### config.mk
export PLATFORM = sky130hd
export DESIGN_NAME = uri_request_target_parser_core
export DESIGN_NICKNAME = d
export VERILOG_FILES = /design/src/rtl/urtp_pkg.sv /design/src/rtl/urtp_front.sv /design/src/rtl/urtp_fifo.sv /design/src/rtl/urtp_back.sv /design/src/rtl/uri_request_target_parser_core.sv
export SDC_FILE = /design/constraint.sdc
export NUM_CORES = 1
export LEC_CHECK = 0
export BUFFER_PORTS_ARGS = -buffer_cell sky130_fd_sc_hd__buf_4
export CAP_MARGIN = 20
export CORE_UTILIZATION = 30
export CTS_BUF_LIST = sky130_fd_sc_hd__clkbuf_8 sky130_fd_sc_hd__clkbuf_16
export CTS_CLUSTER_SIZE = 25
export DETAILED_ROUTE_END_ITERATION = 10
export HOLD_SLACK_MARGIN = 0.08
export SLEW_MARGIN = 20
export SYNTH_ARGS = -nofsm -noshare
export SYNTH_HDL_FRONTEND = slang
export SYNTH_SLANG_ARGS = --single-unit
### constraint.sdc
create_clock -name clk -period 7.26 [get_ports clk]
set_input_delay 1.452 -clock clk [delete_from_list [all_inputs] [get_ports clk]]
set_output_delay 1.452 -clock clk [all_outputs]
set_load 0.02 [all_outputs]
### src/rtl/urtp_pkg.sv
// Shared types, codes and character classes for the URI request-target parser.
// No dependencies.
package urtp_pkg;

  // front/back queue
  localparam int QDEPTH  = 4;
  localparam int QAW     = $clog2(QDEPTH);
  localparam int QCW     = $clog2(QDEPTH + 1);
  localparam int OPS_MAX = 4;

  // result kinds
  localparam logic [3:0] K_WORD   = 4'd0;
  localparam logic [3:0] K_HOST   = 4'd1;
  localparam logic [3:0] K_PORT   = 4'd2;
  localparam logic [3:0] K_PATH   = 4'd3;
  localparam logic [3:0] K_QUERY  = 4'd4;
  localparam logic [3:0] K_FRAG   = 4'd5;
  localparam logic [3:0] K_SCHEME = 4'd6;
  localparam logic [3:0] K_WHOST  = 4'd7;
  localparam logic [3:0] K_STATUS = 4'd8;

  // target forms
  localparam logic [2:0] FORM_UNKNOWN   = 3'd0;
  localparam logic [2:0] FORM_ORIGIN    = 3'd1;
  localparam logic [2:0] FORM_ABSOLUTE  = 3'd2;
  localparam logic [2:0] FORM_AUTHORITY = 3'd3;
  localparam logic [2:0] FORM_ASTERISK  = 3'd4;

  // status codes
  localparam logic [2:0] ST_OK       = 3'd0;
  localparam logic [2:0] ST_BADCHAR  = 3'd1;
  localparam logic [2:0] ST_CUT      = 3'd2;
  localparam logic [2:0] ST_BADHEX   = 3'd3;
  localparam logic [2:0] ST_EARLY    = 3'd4;
  localparam logic [2:0] ST_EMPTY    = 3'd5;
  localparam logic [2:0] ST_ASTERISK = 3'd6;

  // characters
  localparam logic [7:0] CH_PCT    = 8'h25;
  localparam logic [7:0] CH_SLASH  = 8'h2F;
  localparam logic [7:0] CH_STAR   = 8'h2A;
  localparam logic [7:0] CH_LBRACK = 8'h5B;
  localparam logic [7:0] CH_RBRACK = 8'h5D;
  localparam logic [7:0] CH_COLON  = 8'h3A;
  localparam logic [7:0] CH_QMARK  = 8'h3F;
  localparam logic [7:0] CH_HASH   = 8'h23;

  // scheme prefix matcher: 0..4 chars matched, else mismatch
  localparam logic [2:0] MATCH_FULL = 3'd4;
  localparam logic [2:0] MATCH_FAIL = 3'd5;

  // queue ops: one feed byte, an escape failure, or the end mark
  typedef enum logic [1:0] {
    OP_FEED,
    OP_FAIL,
    OP_END
  } op_kind_t;

  typedef struct packed {
    op_kind_t   op;
    logic [7:0] data;   // byte, fail code, or escape-pending flag in bit 0
  } op_t;

  typedef struct packed {
    op_t [OPS_MAX-1:0] ops;
    logic [1:0]        last_idx;
  } bundle_t;

  typedef struct packed {
    logic [7:0] data;
    logic [3:0] kind;
    logic [2:0] form;
    logic [2:0] status;
    logic       last;
  } res_t;

  function automatic logic is_digit(input logic [7:0] c);
    return c inside {[8'h30:8'h39]};
  endfunction

  function automatic logic is_alpha(input logic [7:0] c);
    return c inside {[8'h41:8'h5A], [8'h61:8'h7A]};
  endfunction

  function automatic logic is_hex(input logic [7:0] c);
    return c inside {[8'h30:8'h39], [8'h41:8'h46], [8'h61:8'h66]};
  endfunction

  function automatic logic [3:0] hex_val(input logic [7:0] c);
    logic [7:0] t;
    if (is_digit(c)) begin
      t = c - 8'h30;
    end else if (c >= 8'h61) begin
      t = c - 8'h57;
    end else begin
      t = c - 8'h37;
    end
    return t[3:0];
  endfunction

  function automatic logic is_unres(input logic [7:0] c);
    return is_alpha(c) || is_digit(c) || (c inside {8'h2D, 8'h2E, 8'h5F, 8'h7E});
  endfunction

  function automatic logic is_sub(input logic [7:0] c);
    return c inside {8'h21, 8'h24, 8'h26, 8'h27, 8'h28, 8'h29, 8'h2A, 8'h2B, 8'h2C,
                     8'h3B, 8'h3D};
  endfunction

  function automatic logic is_pchar(input logic [7:0] c);
    return is_unres(c) || is_sub(c) || c == CH_COLON || c == 8'h40;
  endfunction

  function automatic logic is_qf(input logic [7:0] c);
    return is_pchar(c) || c == CH_SLASH || c == CH_QMARK;
  endfunction

  function automatic logic [7:0] to_lower(input logic [7:0] c);
    return (c inside {[8'h41:8'h5A]}) ? c + 8'h20 : c;
  endfunction

  // "http"
  function automatic logic [7:0] http_char(input logic [1:0] idx);
    logic [7:0] r;
    case (idx)
      2'd0:    r = 8'h68;
      2'd1:    r = 8'h74;
      2'd2:    r = 8'h74;
      default: r = 8'h70;
    endcase
    return r;
  endfunction

endpackage

### src/rtl/urtp_front.sv
// Front end: escape handling, turns each input item into a bundle of queue ops.
// Depends on urtp_pkg.
module urtp_front import urtp_pkg::*; (
  input  logic       clk,
  input  logic       rst_n,
  input  logic       take,
  input  logic [7:0] in_byte,
  input  logic       in_no_byte,
  input  logic       in_end_of_target,
  output logic       push,
  output bundle_t    push_data
);

  typedef enum logic [1:0] {
    ESC_IDLE,
    ESC_PCT,
    ESC_DIGIT
  } esc_t;

  esc_t       esc_r, esc_nxt;
  logic [7:0] held_r, held_nxt;

  logic [1:0]       nfeed;
  logic [2:0][7:0]  fb;
  logic             fail;
  logic [2:0]       fail_code;
  logic [7:0]       dec;
  logic [2:0]       nops;
  op_t [OPS_MAX-1:0] ops;

  always_comb begin
    esc_nxt   = esc_r;
    held_nxt  = held_r;
    nfeed     = 2'd0;
    fb        = '0;
    fail      = 1'b0;
    fail_code = ST_OK;
    dec       = {hex_val(held_r), hex_val(in_byte)};

    if (!in_no_byte) begin
      case (esc_r)
        ESC_IDLE: begin
          if (in_byte == CH_PCT) begin
            if (in_end_of_target) begin
              fail      = 1'b1;
              fail_code = ST_CUT;
            end else begin
              esc_nxt = ESC_PCT;
            end
          end else begin
            fb[0] = in_byte;
            nfeed = 2'd1;
          end
        end
        ESC_PCT: begin
          if (in_end_of_target) begin
            fail      = 1'b1;
            fail_code = ST_CUT;
          end else if (!is_hex(in_byte)) begin
            fail      = 1'b1;
            fail_code = ST_BADHEX;
          end else begin
            held_nxt = in_byte;
            esc_nxt  = ESC_DIGIT;
          end
        end
        ESC_DIGIT: begin
          esc_nxt = ESC_IDLE;
          if (!is_hex(in_byte)) begin
            fail      = 1'b1;
            fail_code = ST_BADHEX;
          end else if (is_unres(dec)) begin
            fb[0] = dec;
            nfeed = 2'd1;
          end else begin
            // not unreserved: pass the escape through as text
            fb    = {in_byte, held_r, CH_PCT};
            nfeed = 2'd3;
          end
        end
        default: esc_nxt = ESC_IDLE;
      endcase
    end

    ops = '0;
    if (fail) begin
      ops[0].op   = OP_FAIL;
      ops[0].data = {5'd0, fail_code};
      nops        = 3'd1;
    end else begin
      for (int i = 0; i < 3; i++) begin
        if (2'(i) < nfeed) begin
          ops[i].op   = OP_FEED;
          ops[i].data = fb[i];
        end
      end
      nops = {1'b0, nfeed};
    end

    if (in_end_of_target) begin
      ops[nops[1:0]].op   = OP_END;
      ops[nops[1:0]].data = {7'd0, esc_nxt != ESC_IDLE};
      nops                = nops + 3'd1;
      esc_nxt             = ESC_IDLE;
    end

    push               = take && (nops != 3'd0);
    push_data.ops      = ops;
    push_data.last_idx = 2'(nops - 3'd1);
  end

  always_ff @(posedge clk) begin
    if (!rst_n) begin
      esc_r  <= ESC_IDLE;
      held_r <= '0;
    end else if (take) begin
      esc_r  <= esc_nxt;
      held_r <= held_nxt;
    end
  end

endmodule

### src/rtl/urtp_fifo.sv
// Short bundle queue between the front and back ends.
// Depends on urtp_pkg.
module urtp_fifo import urtp_pkg::*; (
  input  logic    clk,
  input  logic    rst_n,
  input  logic    push,
  input  bundle_t push_data,
  input  logic    pop,
  output logic    full,
  output logic    nonempty,
  output bundle_t head
);

  bundle_t        mem [QDEPTH];
  logic [QAW-1:0] wr_ptr_r, rd_ptr_r;
  logic [QCW-1:0] count_r;

  assign full     = (count_r == QCW'(QDEPTH));
  assign nonempty = (count_r != '0);
  assign head     = mem[rd_ptr_r];

  always_ff @(posedge clk) begin
    if (push) begin
      mem[wr_ptr_r] <= push_data;
    end
  end

  always_ff @(posedge clk) begin
    if (!rst_n) begin
      wr_ptr_r <= '0;
      rd_ptr_r <= '0;
      count_r  <= '0;
    end else begin
      if (push) begin
        wr_ptr_r <= wr_ptr_r + QAW'(1);
      end
      if (pop) begin
        rd_ptr_r <= rd_ptr_r + QAW'(1);
      end
      count_r <= count_r + QCW'(push) - QCW'(pop);
    end
  end

endmodule

### src/rtl/urtp_back.sv
// Back end: target-form state machine, one queued op per cycle unless stalled, output register.
// Depends on urtp_pkg.
module urtp_back import urtp_pkg::*; (
  input  logic    clk,
  input  logic    rst_n,
  input  logic    q_valid,
  input  bundle_t head,
  output logic    pop,
  output logic    res_valid,
  input  logic    res_ready,
  output res_t    res_out
);

  typedef enum logic [3:0] {
    PH_START,
    PH_WORD,
    PH_SCHEME,
    PH_HOST_TRIAL,
    PH_IPV6,
    PH_AFTER_IPV6,
    PH_REGNAME,
    PH_PORT,
    PH_PATH_TRIAL,
    PH_PATH,
    PH_QUERY,
    PH_FRAGMENT,
    PH_DONE
  } phase_t;

  phase_t     phase_r, phase_nxt;
  logic [2:0] form_r, form_nxt;
  logic [1:0] slash_r, slash_nxt;
  logic [2:0] match_r, match_nxt;
  logic       err_r, err_nxt;
  logic [1:0] idx_r;
  logic       out_valid_r;
  res_t       out_res_r;

  op_t        op;
  logic       step, last_op;
  res_t       res;
  logic       res_vld;
  logic [7:0] c, lc;
  logic       pct, bad;
  logic [2:0] bad_code, end_code;
  logic [2:0] match_w;
  logic [1:0] slash_inc;

  function automatic res_t mk_data(input logic [7:0] b, input logic [3:0] k);
    res_t r;
    r.data   = b;
    r.kind   = k;
    r.form   = FORM_UNKNOWN;
    r.status = ST_OK;
    r.last   = 1'b0;
    return r;
  endfunction

  function automatic res_t mk_status(input logic [2:0] code);
    res_t r;
    r.data   = 8'h00;
    r.kind   = K_STATUS;
    r.form   = FORM_UNKNOWN;
    r.status = code;
    r.last   = 1'b1;
    return r;
  endfunction

  assign op        = head.ops[idx_r];
  assign step      = q_valid && (!out_valid_r || res_ready);
  assign last_op   = (idx_r == head.last_idx);
  assign pop       = step && last_op;
  assign res_valid = out_valid_r;
  assign res_out   = out_res_r;

  always_comb begin
    phase_nxt = phase_r;
    form_nxt  = form_r;
    slash_nxt = slash_r;
    match_nxt = match_r;
    err_nxt   = err_r;
    res       = mk_data(8'h00, K_WORD);
    res_vld   = 1'b0;
    bad       = 1'b0;
    bad_code  = ST_BADCHAR;
    end_code  = ST_OK;
    c         = op.data;
    pct       = (c == CH_PCT);
    lc        = to_lower(c);
    match_w   = (match_r < MATCH_FULL && lc == http_char(match_r[1:0])) ?
                match_r + 3'd1 : MATCH_FAIL;
    slash_inc = slash_r + 2'd1;

    case (op.op)
      OP_FEED: begin
        if (!err_r) begin
          case (phase_r)
            PH_START: begin
              if (c == CH_SLASH) begin
                form_nxt  = FORM_ORIGIN;
                res       = mk_data(CH_SLASH, K_PATH);
                res_vld   = 1'b1;
                phase_nxt = PH_PATH_TRIAL;
              end else if (c == CH_STAR) begin
                form_nxt  = FORM_ASTERISK;
                phase_nxt = PH_DONE;
              end else if (c == CH_LBRACK) begin
                form_nxt  = FORM_AUTHORITY;
                phase_nxt = PH_IPV6;
              end else if ((is_pchar(c) || pct) && c != CH_COLON) begin
                match_nxt = match_w;
                res       = mk_data(lc, K_WORD);
                res_vld   = 1'b1;
                phase_nxt = PH_WORD;
              end else begin
                bad = 1'b1;
              end
            end
            PH_WORD: begin
              if (c == CH_COLON) begin
                res_vld = 1'b1;
                if (match_r == MATCH_FULL) begin
                  res       = mk_data(8'h00, K_SCHEME);
                  phase_nxt = PH_SCHEME;
                end else begin
                  form_nxt  = FORM_AUTHORITY;
                  res       = mk_data(8'h00, K_WHOST);
                  phase_nxt = PH_PORT;
                end
              end else if (is_pchar(c) || pct) begin
                match_nxt = match_w;
                res       = mk_data(lc, K_WORD);
                res_vld   = 1'b1;
              end else begin
                bad = 1'b1;
              end
            end
            PH_SCHEME: begin
              slash_nxt = slash_inc;
              if (slash_inc == 2'd1 && c == CH_SLASH) begin
                // first slash of "//"
              end else if (slash_inc == 2'd2 && c == CH_SLASH) begin
                slash_nxt = 2'd0;
                form_nxt  = FORM_ABSOLUTE;
                phase_nxt = PH_HOST_TRIAL;
              end else begin
                bad = 1'b1;
              end
            end
            PH_HOST_TRIAL: begin
              if (c == CH_LBRACK) begin
                res       = mk_data(c, K_HOST);
                res_vld   = 1'b1;
                phase_nxt = PH_IPV6;
              end else if (is_unres(c) || is_sub(c) || pct) begin
                res       = mk_data(c, K_HOST);
                res_vld   = 1'b1;
                phase_nxt = PH_REGNAME;
              end else begin
                bad = 1'b1;
              end
            end
            PH_IPV6: begin
              if (c == CH_RBRACK) begin
                phase_nxt = PH_AFTER_IPV6;
              end else if (is_unres(c) || c == CH_COLON || is_sub(c)) begin
                res     = mk_data(c, K_HOST);
                res_vld = 1'b1;
              end else begin
                bad = 1'b1;
              end
            end
            PH_AFTER_IPV6: begin
              if (c == CH_COLON) begin
                phase_nxt = PH_PORT;
              end else if (c == CH_SLASH) begin
                res       = mk_data(CH_SLASH, K_PATH);
                res_vld   = 1'b1;
                phase_nxt = PH_PATH_TRIAL;
              end else begin
                bad = 1'b1;
              end
            end
            PH_REGNAME: begin
              if (is_unres(c) || is_sub(c) || pct) begin
                res     = mk_data(c, K_HOST);
                res_vld = 1'b1;
              end else if (c == CH_SLASH) begin
                res       = mk_data(CH_SLASH, K_PATH);
                res_vld   = 1'b1;
                phase_nxt = PH_PATH_TRIAL;
              end else if (c == CH_COLON) begin
                phase_nxt = PH_PORT;
              end else begin
                bad = 1'b1;
              end
            end
            PH_PORT: begin
              if (is_digit(c)) begin
                res     = mk_data(c, K_PORT);
                res_vld = 1'b1;
              end else if (c == CH_SLASH) begin
                res       = mk_data(CH_SLASH, K_PATH);
                res_vld   = 1'b1;
                phase_nxt = PH_PATH_TRIAL;
              end else begin
                bad = 1'b1;
              end
            end
            PH_PATH_TRIAL: begin
              if (is_pchar(c) || pct) begin
                res       = mk_data(c, K_PATH);
                res_vld   = 1'b1;
                phase_nxt = PH_PATH;
              end else begin
                bad = 1'b1;
              end
            end
            PH_PATH: begin
              if (c == CH_SLASH || is_pchar(c) || pct) begin
                res     = mk_data(c, K_PATH);
                res_vld = 1'b1;
              end else if (c == CH_QMARK) begin
                phase_nxt = PH_QUERY;
              end else if (c == CH_HASH) begin
                phase_nxt = PH_FRAGMENT;
              end else begin
                bad = 1'b1;
              end
            end
            PH_QUERY: begin
              if (is_qf(c) || pct) begin
                res     = mk_data(c, K_QUERY);
                res_vld = 1'b1;
              end else if (c == CH_HASH) begin
                phase_nxt = PH_FRAGMENT;
              end else begin
                bad = 1'b1;
              end
            end
            PH_FRAGMENT: begin
              if (is_qf(c) || pct) begin
                res     = mk_data(c, K_FRAG);
                res_vld = 1'b1;
              end else begin
                bad = 1'b1;
              end
            end
            default: begin
              // anything after a lone asterisk
              bad      = 1'b1;
              bad_code = ST_ASTERISK;
            end
          endcase

          if (bad) begin
            res     = mk_status(bad_code);
            res_vld = 1'b1;
            err_nxt = 1'b1;
          end
          res.form = form_nxt;
        end
      end
      OP_FAIL: begin
        if (!err_r) begin
          res      = mk_status(op.data[2:0]);
          res.form = form_r;
          res_vld  = 1'b1;
          err_nxt  = 1'b1;
        end
      end
      OP_END: begin
        if (!err_r) begin
          if (op.data[0]) begin
            end_code = ST_CUT;
          end else if (phase_r == PH_START) begin
            end_code = ST_EMPTY;
          end else if (phase_r inside {PH_WORD, PH_SCHEME, PH_HOST_TRIAL}) begin
            end_code = ST_EARLY;
          end else begin
            end_code = ST_OK;
          end
          res      = mk_status(end_code);
          res.form = form_r;
          res_vld  = 1'b1;
        end
        phase_nxt = PH_START;
        form_nxt  = FORM_UNKNOWN;
        slash_nxt = 2'd0;
        match_nxt = 3'd0;
        err_nxt   = 1'b0;
      end
      default: ;
    endcase
  end

  always_ff @(posedge clk) begin
    if (!rst_n) begin
      phase_r     <= PH_START;
      form_r      <= FORM_UNKNOWN;
      slash_r     <= 2'd0;
      match_r     <= 3'd0;
      err_r       <= 1'b0;
      idx_r       <= 2'd0;
      out_valid_r <= 1'b0;
    end else begin
      if (step) begin
        phase_r <= phase_nxt;
        form_r  <= form_nxt;
        slash_r <= slash_nxt;
        match_r <= match_nxt;
        err_r   <= err_nxt;
        idx_r   <= last_op ? 2'd0 : idx_r + 2'd1;
      end
      if (step && res_vld) begin
        out_valid_r <= 1'b1;
        out_res_r   <= res;
      end else if (res_ready) begin
        out_valid_r <= 1'b0;
      end
    end
  end

endmodule

### src/rtl/uri_request_target_parser_core.sv
// Top level of the HTTP request-target parser: front end, bundle queue, back end.
// Depends on urtp_pkg, urtp_front, urtp_fifo, urtp_back.
//
//   channel  | signals                                          | direction
//   ---------+--------------------------------------------------+----------
//   in_      | in_valid/in_ready, in_byte, in_no_byte,          | in
//            | in_end_of_target                                 |
//   out_     | out_valid/out_ready, out_byte, out_kind,         | out
//            | out_uri_form, out_status, out_last_result        |
//
// One input item is taken per cycle while the 4-entry bundle queue has room.
// The back end retires one op per cycle unless the output is stalled: an item
// costs 0 ops (held escape byte, bare no_byte), 1 op (plain byte, decoded
// escape or escape error), 3 ops (escape passed through as text), plus 1 op
// for the end mark; that op rate sets the sustained rate.
// An input item is written into the bundle queue; with an idle queue the back
// end then decodes it and loads its first result into the result register.
// rst_n is synchronous and active low; it empties the queue and returns the
// parser to its start state. A stalled output holds the back end; the front
// keeps taking items until the queue fills.
module uri_request_target_parser_core import urtp_pkg::*; (
  input  logic       clk,
  input  logic       rst_n,
  // input channel
  input  logic       in_valid,
  output logic       in_ready,
  input  logic [7:0] in_byte,
  input  logic       in_no_byte,
  input  logic       in_end_of_target,
  // result channel
  output logic       out_valid,
  input  logic       out_ready,
  output logic [7:0] out_byte,
  output logic [3:0] out_kind,
  output logic [2:0] out_uri_form,
  output logic [2:0] out_status,
  output logic       out_last_result
);

  logic    take;
  logic    push, pop;
  logic    q_full, q_nonempty;
  bundle_t push_data, head;
  res_t    res;

  // Ready depends only on queue room, never on the item itself.
  assign in_ready = !q_full;
  assign take     = in_valid && in_ready;

  urtp_front u_front (
    .clk              (clk),
    .rst_n            (rst_n),
    .take             (take),
    .in_byte          (in_byte),
    .in_no_byte       (in_no_byte),
    .in_end_of_target (in_end_of_target),
    .push             (push),
    .push_data        (push_data)
  );

  urtp_fifo u_fifo (
    .clk       (clk),
    .rst_n     (rst_n),
    .push      (push),
    .push_data (push_data),
    .pop       (pop),
    .full      (q_full),
    .nonempty  (q_nonempty),
    .head      (head)
  );

  urtp_back u_back (
    .clk       (clk),
    .rst_n     (rst_n),
    .q_valid   (q_nonempty),
    .head      (head),
    .pop       (pop),
    .res_valid (out_valid),
    .res_ready (out_ready),
    .res_out   (res)
  );

  // result register fields out to the ports
  assign out_byte        = res.data;
  assign out_kind        = res.kind;
  assign out_uri_form    = res.form;
  assign out_status      = res.status;
  assign out_last_result = res.last;

endmodule

; Word-level counts from Yosys, hierarchy flattened
; Memories as Yosys holds them, arrays and structs flattened. A register that Yosys moved wholly into a read port is not among the register bits.
; Cells that the tools add are included.
[totals]
register_bits = 52
ramBits = 168
elab_cells = 393
memories = 1
[mem_list]
columns = memory, depth, word_bits, rd, rd_clocked_by_memory_dff, wr, line
row1 = u_fifo.mem, 4, 42, 1, 1, 1, urtp_fifo.sv:14  ; bundle_t mem [QDEPTH];
[op_classes]
add_sub_neg = 16
n_lt_le_gt_ge = 28
eq_ne = 74
muxes = 189
bitwise = 2
reduce_logical = 66
[ops]
columns = cell, n
row1 = $mux 19, 19
row2 = $pmux 19 s11, 1
row3 = $eq 8x6->1 const B, 21
row4 = $mux 4, 26
row5 = $bwmux 40, 2
row6 = $mux 3, 25
row7 = $mux 8, 8
row8 = $pmux 19 s3, 1
row9 = $eq 8x7->1 const B, 7
row10 = $ge 8x7->1 const B, 7
row11 = $mux 1, 56
row12 = $le 8x7->1 const B, 6
row13 = $mux 24, 2
row14 = $pmux 4 s11, 1
row15 = $demux 10 s2, 2
row16 = $mux 40, 1
row17 = $mux 2, 19
row18 = $ge 8x6->1 const B, 4
row19 = $le 8x6->1 const B, 4
row20 = $mux 16, 2
row21 = $mux 10, 3
row22 = $ne 3x3->1 const B, 9
row23 = $mux 11, 2
row24 = $bmux 10 s2, 1
row25 = 61 further kinds, 146

; Longest topological paths before layout
; Gate-level depths: netlist of run 1.
[depth]
word_depth = 24
mapped_depth = 25
depth_no_buf = 24

; Modules after synthesis
; A second synthesis of run 1 with hierarchy kept.
[hier_totals]
cells_unflattened = 944
area_unflattened_um2 = 11674.9
[by_module_without_submodules]
columns = module, instances, cells_per_inst, area_each_um2
row1 = urtp_fifo, 1, 263, 6557.5
row2 = urtp_back, 1, 453, 3513.4
row3 = urtp_front, 1, 226, 1594.0
row4 = uri_request_target_parser_core, 1, 2, 10.0

; Worst setup path before layout of run 1
; Ideal clock, no wire load.
[synth_timing]
kind = input-to-reg
startpoint = in in_byte[2]
endpoint = reg u_fifo.count_r[2]
setup_time_ns = 0.128
arrival_time_ns = 6.257
setup_slack_ns = 0.875
stages = 23
n_path_buf = 1
path_cell_list = clkbuf_1 o21bai_1 a21oi_1 mux2i_1 nand4b_1 o221ai_1 a21oi_1 o221ai_1 nor3b_1 inv_1 ha_1 mux2_2 ha_1 a21oi_1 inv_1 ha_1 inv_1 ha_1 inv_1 fa_1 xor2_1 xnor2_1 nor2_1
[synth_via]
elab_chain_len = 19
[synth_lines]
columns = item, line
row1 = "start, declared", uri_request_target_parser_core.sv:27  ; input logic [7:0] in_byte,
row2 = "$ge 8x7->1, or another cell as far along", "urtp_pkg.sv:86, urtp_pkg.sv:93"
row3 = $mux 4 or $logic_and 1x1->1 (tied branches), "urtp_pkg.sv:93, urtp_pkg.sv:78, urtp_pkg.sv:86"
row4 = $mux 4, urtp_pkg.sv:91  ; if (is_digit(c)) begin
row5 = $ge 8x7->1 or $le 8x7->1 (tied branches), urtp_pkg.sv:82  ; return c inside {[8'h41:8'h5A], [8'h61:8'h7A]};
row6 = $logic_and 1x1->1, urtp_pkg.sv:82
row7 = $reduce_bool 2->1, urtp_pkg.sv:82
row8 = $logic_or 1x1->1 (2 in series), urtp_pkg.sv:102  ; return is_alpha(c) || is_digit(c) || (c inside {8'h2D, 8'h2E, 8'h5F, 8'h7E});
row9 = $mux 2, urtp_front.sv:72  ; end else if (is_unres(dec)) begin
row10 = (+2 left out), --
row11 = $mux 2, urtp_front.sv:40  ; if (!in_no_byte) begin
row12 = $mux 2 (*), urtp_front.sv:86  ; if (fail) begin
row13 = $add 2x1->3, urtp_front.sv:103  ; nops = nops + 3'd1;
row14 = $mux 3 (*), urtp_front.sv:100  ; if (in_end_of_target) begin
row15 = $reduce_bool 3->1 (*), urtp_front.sv:107  ; push = take && (nops != 3'd0);
row16 = $logic_and 1x1->1 (*), urtp_front.sv:107
row17 = $add 3x1->3 (*), urtp_fifo.sv:40  ; count_r <= count_r + QCW'(push) - QCW'(pop);
row18 = $sub 3x1->3 (*), urtp_fifo.sv:40
row19 = "end signal, assigned", urtp_fifo.sv:40
row20 = "end, declared", urtp_fifo.sv:16  ; logic [QCW-1:0] count_r;
; Mark *: on every way between the ends. The rest lies on a longest branch, timed or not.
; A chain may end at the register's enable or synchronous reset.

; Worst setup path in the final report of run 1
[layout_timing]
startpoint = in in_byte[1]
endpoint = reg u_fifo.count_r[2]
; Same word-level chain as after synthesis.

==> results of run 1 <==
[cells in the mapped netlist, types with 4 or more instances]
library cell / count
sky130_fd_sc_hd__nand2b_1: 10
sky130_fd_sc_hd__o21a_1: 4
sky130_fd_sc_hd__nand2_1: 81
sky130_fd_sc_hd__clkbuf_1: 29
sky130_fd_sc_hd__inv_1: 38
sky130_fd_sc_hd__o41ai_1: 5
sky130_fd_sc_hd__nor3b_1: 4
sky130_fd_sc_hd__nor3_1: 20
sky130_fd_sc_hd__nand3_1: 14
sky130_fd_sc_hd__buf_4: 5
sky130_fd_sc_hd__o211ai_1: 6
sky130_fd_sc_hd__ha_1: 34
sky130_fd_sc_hd__buf_2: 9
sky130_fd_sc_hd__o22ai_1: 6
sky130_fd_sc_hd__mux2_2: 12
sky130_fd_sc_hd__dfxtp_1: 35
sky130_fd_sc_hd__xnor2_1: 11
sky130_fd_sc_hd__and4_1: 4
sky130_fd_sc_hd__and2_1: 10
sky130_fd_sc_hd__o221ai_1: 7
sky130_fd_sc_hd__mux2i_1: 19
sky130_fd_sc_hd__a211oi_1: 10
sky130_fd_sc_hd__and3_1: 20
sky130_fd_sc_hd__nor4_1: 6
sky130_fd_sc_hd__a31oi_1: 9
sky130_fd_sc_hd__o21bai_1: 4
sky130_fd_sc_hd__xor2_1: 4
sky130_fd_sc_hd__or3_1: 9
sky130_fd_sc_hd__nor2b_1: 14
sky130_fd_sc_hd__a22oi_1: 8
sky130_fd_sc_hd__buf_6: 7
sky130_fd_sc_hd__mux4_2: 25
sky130_fd_sc_hd__o31ai_1: 7
sky130_fd_sc_hd__a21oi_1: 51
sky130_fd_sc_hd__nor2_1: 85
sky130_fd_sc_hd__nand4_1: 14
sky130_fd_sc_hd__o21ai_0: 51
sky130_fd_sc_hd__edfxtp_1: 146
[how the worst min path moves through the flow]
stage                     slack [ns]  depth (start not counted)                 to              start
after floorplan                 0.41                          2  u_front.held_r[7]  u_front.held_r[7]
after global placement          0.43                          2  u_front.held_r[7]  u_front.held_r[7]
after detailed placement        0.43                          2  u_front.held_r[7]  u_front.held_r[7]
after CTS                       0.44                          2  u_front.held_r[7]  u_front.held_r[7]
after global routing            0.47                          2  u_front.held_r[7]  u_front.held_r[7]
final                           0.44                          2  u_front.held_r[7]  u_front.held_r[7]
[tightest hold or removal path, cell delays in order, from the launching register on]
cell	delay [ns]
sky130_fd_sc_hd__dfxtp_1	0.32
sky130_fd_sc_hd__nand2_1	0.05
sky130_fd_sc_hd__nor2_1	0.03
[cell usage in the layout, fill, tap and decap left out, types with 5 or more instances in the layout]
| cell | count |
|---|---|
| sky130_fd_sc_hd__edfxtp_1 | 146 |
| sky130_fd_sc_hd__nor2_1 | 85 |
| sky130_fd_sc_hd__nand2_1 | 81 |
| sky130_fd_sc_hd__a21oi_1 | 51 |
| sky130_fd_sc_hd__o21ai_0 | 51 |
| sky130_fd_sc_hd__buf_4 | 51 |
| sky130_fd_sc_hd__inv_1 | 38 |
| sky130_fd_sc_hd__ha_1 | 34 |
| sky130_fd_sc_hd__dfxtp_1 | 33 |
| sky130_fd_sc_hd__mux4_2 | 25 |
| sky130_fd_sc_hd__and3_1 | 20 |
| sky130_fd_sc_hd__nor3_1 | 20 |
| sky130_fd_sc_hd__mux2i_1 | 19 |
| sky130_fd_sc_hd__clkbuf_16 | 17 |
| sky130_fd_sc_hd__nor2b_1 | 14 |
| sky130_fd_sc_hd__nand3_1 | 14 |
| sky130_fd_sc_hd__nand4_1 | 14 |
| sky130_fd_sc_hd__mux2_2 | 12 |
| sky130_fd_sc_hd__xnor2_1 | 11 |
| sky130_fd_sc_hd__nand2b_1 | 10 |
| sky130_fd_sc_hd__a211oi_1 | 10 |
| sky130_fd_sc_hd__and2_1 | 10 |
| sky130_fd_sc_hd__or3_1 | 9 |
| sky130_fd_sc_hd__a31oi_1 | 9 |
| sky130_fd_sc_hd__a22oi_1 | 8 |
| sky130_fd_sc_hd__o221ai_1 | 7 |
| sky130_fd_sc_hd__o31ai_1 | 7 |
| sky130_fd_sc_hd__o22ai_1 | 6 |
| sky130_fd_sc_hd__o211ai_1 | 6 |
| sky130_fd_sc_hd__nor4_1 | 5 |
| sky130_fd_sc_hd__o41ai_1 | 5 |
[area by class of cell]
cell class,count,area (sq um),area share [%]
clock buffer,17,425,3.70
inverter,41,154,1.34
sequential,181,5090,44.3
tap,448,561,4.88
multi-input combinational,647,4660,40.6
clock inverter,15,213,1.85
timing repair buffer,51,383,3.33
[flip-flops by register name, summed over array words and instances, names as in the netlist, named ones only]
| name | cells |
|---|---|
| u_fifo.count_r | 3 |
| u_back.res_out | 18 |
| u_back.slash_r | 2 |
| u_back.idx_r | 2 |
| u_back.res_valid | 1 |
| u_back.phase_r | 4 |
| u_front.esc_r | 2 |
| u_fifo.mem | 128 |
| u_back.err_r | 1 |
| u_fifo.wr_ptr_r | 2 |
| u_back.form_r | 3 |
| u_back.match_r | 3 |
| u_front.held_r | 8 |
| u_fifo.rd_ptr_r | 2 |
[per-layer routing]
| metal | track usage [%] | up-vias | share of wire [%] |
|---|---|---|---|
| met5 | 0 | - | 0 |
| met4 | 3.84 | 0 | 1.7 |
| met3 | 2.90 | 37 | 5.5 |
| met2 | 24.3 | 293 | 46 |
| met1 | 21.1 | 3765 | 47 |
| li1 | - | 3535 | - |
[kinds of logic after synthesis]
family,count (synthesis)
AND/OR/NAND/NOR,316
AO/OA/AOI/OAI,219
flip-flops,181
buffers and inverters,94
multiplexers,58
adder cells (fa/ha/maj),35
XOR/XNOR,15
other,1
[metrics by stage]
step	power, mW	worst slack, ns
2_1_floorplan	2.82	0.875
3_3_place_gp	3.27	0.521
3_5_place_dp	3.28	0.364
4_1_cts	4.28	0.812
5_1_grt	4.52	0.292
6_report	4.27	0.778
[power by group through the flow]
stage                     Combinational [mW]  Sequential (mW)  Clock (mW)
after floorplan                         1.44             1.38           0
after global placement                  1.90             1.38           0
after detailed placement                1.90             1.38           0
after CTS                               1.91             1.36        1.01
after global routing                    2.10             1.37        1.05
final                                   1.93             1.35       0.992
==> flow_summary.yaml, run 1 <==
pwr:
  switching_power_mw: 1.79
  ir_worst_vdd_uv: 200
  p_per_area_nw_per_um2: 372
  pwr-share-clk_pct: 23.2
  internal_power_mw: 2.48
  power_switching_share_pct: 42.0
  p_comb_share_pct: 45.1
  sequentialPowerShare_pct: 31.7
  p_leak_nw: 3.86
cts:
  post_cts_hold_buffer_count: 0
  clkSinkCount: 181
  cts.root.buffer_cell: "sky130_fd_sc_hd__clkbuf_16"
  tritoncts.num_buffers: 17
  clock_latency_ns: 0.44
  cts_resized: 0
  tritoncts: "yes"
  cts.reportedPaths.clkPinSlew_ns: 0.08
  cts.repair_timing.setup_buffer_count: 0
  max-clock-path-buffers: 2
  cts.htree.levels: 4
sta:
  timing.slew.headroom_pct: 33.6
  report.final.slew_viol_count: 0
  final_period_minus_worst_setup_slack_ns: 6.48
  final_min_period_over_clock_period_pct: 89.3
  fin_worst_hold_slack_ns: 0.442
  finalHoldViolations: 0
  setup-violations-final: 0
  rsz0062_at_grt: "no"
  max_clock_freq_mhz: 154
  fin_tns_setup_ns: 0
  worst-slew-pin-transition_ns: 0.993
  final.setup_skew_ns: 0.0152
placed_design:
  gp_routability_congestion: 0.937
  portBuffers: 34
  dp.cells: 1368
  dpl.hpwl_microns: 17500
  postPlaceCellArea_sq_um: 10800
setup_path:
  timing.critical_path.to_type: "register"
  critPathLaunchType: "input pin"
  crit_path_start: "in_byte[1]"
  cp_data_required_time_ns: 7.56
  critical_path_depth: 26
  rr_worst_depth: 13
  arrival_ns: 6.78
  critical_path_class: "input pin to register"
  critical-path-top-delay-family: "compound AO/OA/AOI/OAI gates"
  path_max_fanout: 9
  worst_path_largest_cell_delay_ns: 0.56
  cp_slowest_cell: "sky130_fd_sc_hd__a21oi_1"
  buf_inv_on_cp: 7
  setup.worst_path.end: "u_fifo.count_r[2]"
  critical_path.reg2reg.endpoint: "u_back.res_out[7]"
  worst-r2r-setup-slack_ns: 1.66
global_route:
  antenna_violations_before_repair: 0
  grt_util_all_layers_pct: 15.2
  largest_net_degree_at_the_start_of_global_routing: 33
  vias_in_the_first_global_route: 7215
  grt.overflow.total: 0
  grt_first_pass_wirelength_microns: 40600
worst_hold_path:
  hold_class: "register to register"
synthesis:
  ys_flop_type: "sky130_fd_sc_hd__edfxtp_1"
  cell_types_with_the_largest_area_share_after_synthesis: "sky130_fd_sc_hd__edfxtp_1, sky130_fd_sc_hd__dfxtp_1, sky130_fd_sc_hd__mux4_2"
  post_synth.cell_area_avg_sq_um: 11.1
  synth_xor_area_share_pct: 1.29
  synth.distinct_cells: 87
  synth_largest_area_cell: "sky130_fd_sc_hd__edfxtp_1"
  postSynthCellCount: 919
  async_reset_ff_share_pct: 0
  netlist_area_pre_place_sq_um: 10200
  synth_enable_flop_cells: 146
  dominant_combinational_cell_family_by_area_after_synthesis: "simple AND/OR/NAND/NOR gates"
  ys_ff_latch: 181
  synth.yosys.seq_area_share_pct: 50.0
  yosysWarnings: 0
  adder_cell_share_of_the_synthesized_area_pct: 4.38
  fraction_of_post_synthesis_cell_area_in_the_top_cell_type_by_area_pct: 43.1
  synth_simple_gate_area_share_pct: 16.0
  multiplexer_fraction_of_the_synthesized_cell_area_pct: 9.25
  synth_compound_area_share_pct: 14.7
layout:
  utilization_pct: 34.3
  synthToLayoutAreaGrowth_pct: 12.9
  finish.instance_area_sq_um: 11500
  post_route_cells_drive_above_1_share_pct: 15.4
  filler_cell_count: 3288
  finish.net_count: 988
  n_antenna_cell: 0
  layout.cells.non_filler: 1400
drt:
  routed_wire_length_per_instance_microns: 18.4
  first_iter_violations: 840
  drcViolationCount: 0
  drt-vias-per-instance: 5.45
  detail_route.wirelength_microns: 25800
  drt-pass1-iter-count: 5
  vias: 7630
  route.antenna.remaining_nets: 0
floorplan:
  io-pin-count: 35
  initial_core_util_pct: 30.4
  floorplan.die.width_microns: 186
  fp.dieArea_sq_um: 34600
  placeableCoreArea_sq_um: 33400
  fp.dieH_microns: 186
  standard_cell_row_count: 67
flow_run:
  max_cap_violations: 0
run_status:
  result_of_the_run: "complete, no violations"
Note: power is estimated with default switching activity, not from simulation.
==> inputs of run 2 (changes only) <==
- CORE_UTILIZATION: 30 -> 60
- PLACE_DENSITY: unset -> 0.77
==> run 2 against run 1 <==
Against the previous run: sequential power barely moved; utilization up 33 points; first-iteration DRC count grew 34%; via count increased by 1.7%; clock power is 13% lower; critical path type unchanged; largest cell class unchanged; largest power group unchanged.
==> flow_summary.yaml, run 2 (synthesis results as in run 1) <==
run_status:
  result_of_the_run: "complete, no violations"
setup_path:
  critical_path_class: "input pin to register"
  critical_path.reg2reg.endpoint: "u_back.res_out[17]"
  path_max_fanout: 7
  worst_path_largest_cell_delay_ns: 0.51
  rr_worst_depth: 12
  timing.critical_path.to_type: "register"
  arrival_ns: 6.63
  worst-r2r-setup-slack_ns: 1.35
  critPathLaunchType: "input pin"
  cp_data_required_time_ns: 7.55
  cp_slowest_cell: "sky130_fd_sc_hd__mux2i_1"
drt:
  drt-pass1-iter-count: 6
  first_iter_violations: 1125
  routed_wire_length_per_instance_microns: 21.1
  detail_route.wirelength_microns: 24700
  vias: 7760
  drt-vias-per-instance: 6.62
  route.antenna.remaining_nets: 0
  drcViolationCount: 0
global_route:
  grt.overflow.total: 0
  largest_net_degree_at_the_start_of_global_routing: 33
  vias_in_the_first_global_route: 7118
  grt_first_pass_wirelength_microns: 38800
  grt_util_all_layers_pct: 29.0
  antenna_violations_before_repair: 0
layout:
  synthToLayoutAreaGrowth_pct: 9.18
  finish.net_count: 988
  largest-register: "u_fifo.mem"
  most-common-layout-cells: "sky130_fd_sc_hd__edfxtp_1, sky130_fd_sc_hd__nor2_1, sky130_fd_sc_hd__nand2_1"
  final_common_cell: "sky130_fd_sc_hd__edfxtp_1"
  post_route_cells_drive_above_1_share_pct: 15.2
  n_antenna_cell: 0
  max_reg_flops: 128
  filler_cell_count: 1299
floorplan:
  fp.dieH_microns: 132
  io-pin-count: 35
  initial_core_util_pct: 61.3
  fp.dieArea_sq_um: 17500
  standard_cell_row_count: 47
  floorplan.die.width_microns: 132
  placeableCoreArea_sq_um: 16600
flow_run:
  max_cap_violations: 0
sta:
  setup-violations-final: 0
  finalHoldViolations: 0
  final.setup_skew_ns: 0.00933
  rsz0062_at_grt: "no"
  max_clock_freq_mhz: 158
  final_period_minus_worst_setup_slack_ns: 6.34
  timing.slew.headroom_pct: 28.1
  worst-slew-pin-transition_ns: 1.08
  report.final.slew_viol_count: 0
  final_min_period_over_clock_period_pct: 87.3
  fin_tns_setup_ns: 0
cts:
  cts.repair_timing.setup_buffer_count: 0
  max-clock-path-buffers: 2
  clkSinkCount: 181
  cts.htree.levels: 4
  tritoncts: "yes"
  cts.reportedPaths.clkPinSlew_ns: 0.06
  post_cts_hold_buffer_count: 0
  tritoncts.num_buffers: 17
  cts.root.buffer_cell: "sky130_fd_sc_hd__clkbuf_16"
  cts_resized: 0
  clock_latency_ns: 0.43
pwr:
  p_total_mw: 4.17
  p_per_area_nw_per_um2: 375
  ir_worst_vdd_uv: 322
  p_leak_nw: 3.82
worst_hold_path:
  hold-path-cell-count: 2
  whs_endpoint: "u_front.held_r[7]"
  hold_class: "register to register"
  hold_path.startpoint: "u_front.held_r[7]"
placed_design:
  dpl.hpwl_microns: 16800
  gp_routability_congestion: 0.965
  portBuffers: 34
[run 2: power by group]
group	switching, mW	internal [mW]	leakage [nW]	total [mW]
Sequential	0.110	1.26	1.61	1.37
Combinational	1.25	0.681	1.95	1.93
Clock	0.414	0.445	0.262	0.859
Total	1.78	2.39	3.82	4.17
[run 2: per-stage QoR]
stage	utilization [%]	area [sq um]	instances	hold slack [ns]	worst slack, ns
2_1_floorplan	-	10200	922	0.414	0.875
3_3_place_gp	63.7	10600	1140	0.440	0.735
3_5_place_dp	63.7	10600	1140	0.442	0.545
4_1_cts	67.0	11100	1172	0.452	0.983
5_1_grt	67.0	11100	1172	0.461	0.458
6_report	67.0	11100	1172	0.450	0.923
[run 2: area by class of cell]
class                      count  area, sq um  share of cell area, %
clock buffer                  17          425                   3.83
clock inverter                15          121                   1.09
inverter                      41          154                   1.39
multi-input combinational    647         4660                   41.9
sequential                   181         5090                   45.8
tap                          220          275                   2.48
timing repair buffer          51          383                   3.45
[run 2: metal layers]
layer  routed length (microns)  global-route usage (%)
met5                         0                       0
met4                       408                    7.54
met3                      2440                    7.15
met2                     11500                    44.6
met1                     10400                    41.6
[run 2: critical path, delay by kind of cell]
| family | cells | cell delay (ns) |
|---|---|---|
| XOR/XNOR | 2 | 0.34 |
| multiplexers | 2 | 0.77 |
| buffers and inverters | 6 | 0.58 |
| AO/OA/AOI/OAI | 6 | 1.42 |
| adder cells (fa/ha/maj) | 6 | 1.49 |
| AND/OR/NAND/NOR | 3 | 0.57 |
[run 2: worst max path at each step]
| stage | from | to | cells after the start |
|---|---|---|---|
| 2_1_floorplan | in_byte[2] | u_fifo.count_r[2] | 23 |
| 3_3_place_gp | in_byte[1] | u_fifo.count_r[2] | 25 |
| 3_5_place_dp | in_byte[1] | u_fifo.count_r[2] | 25 |
| 4_1_cts | in_byte[1] | u_fifo.count_r[2] | 25 |
| 5_1_grt | in_byte[1] | u_fifo.count_r[2] | 25 |
| 6_report | in_byte[1] | u_fifo.count_r[2] | 25 |
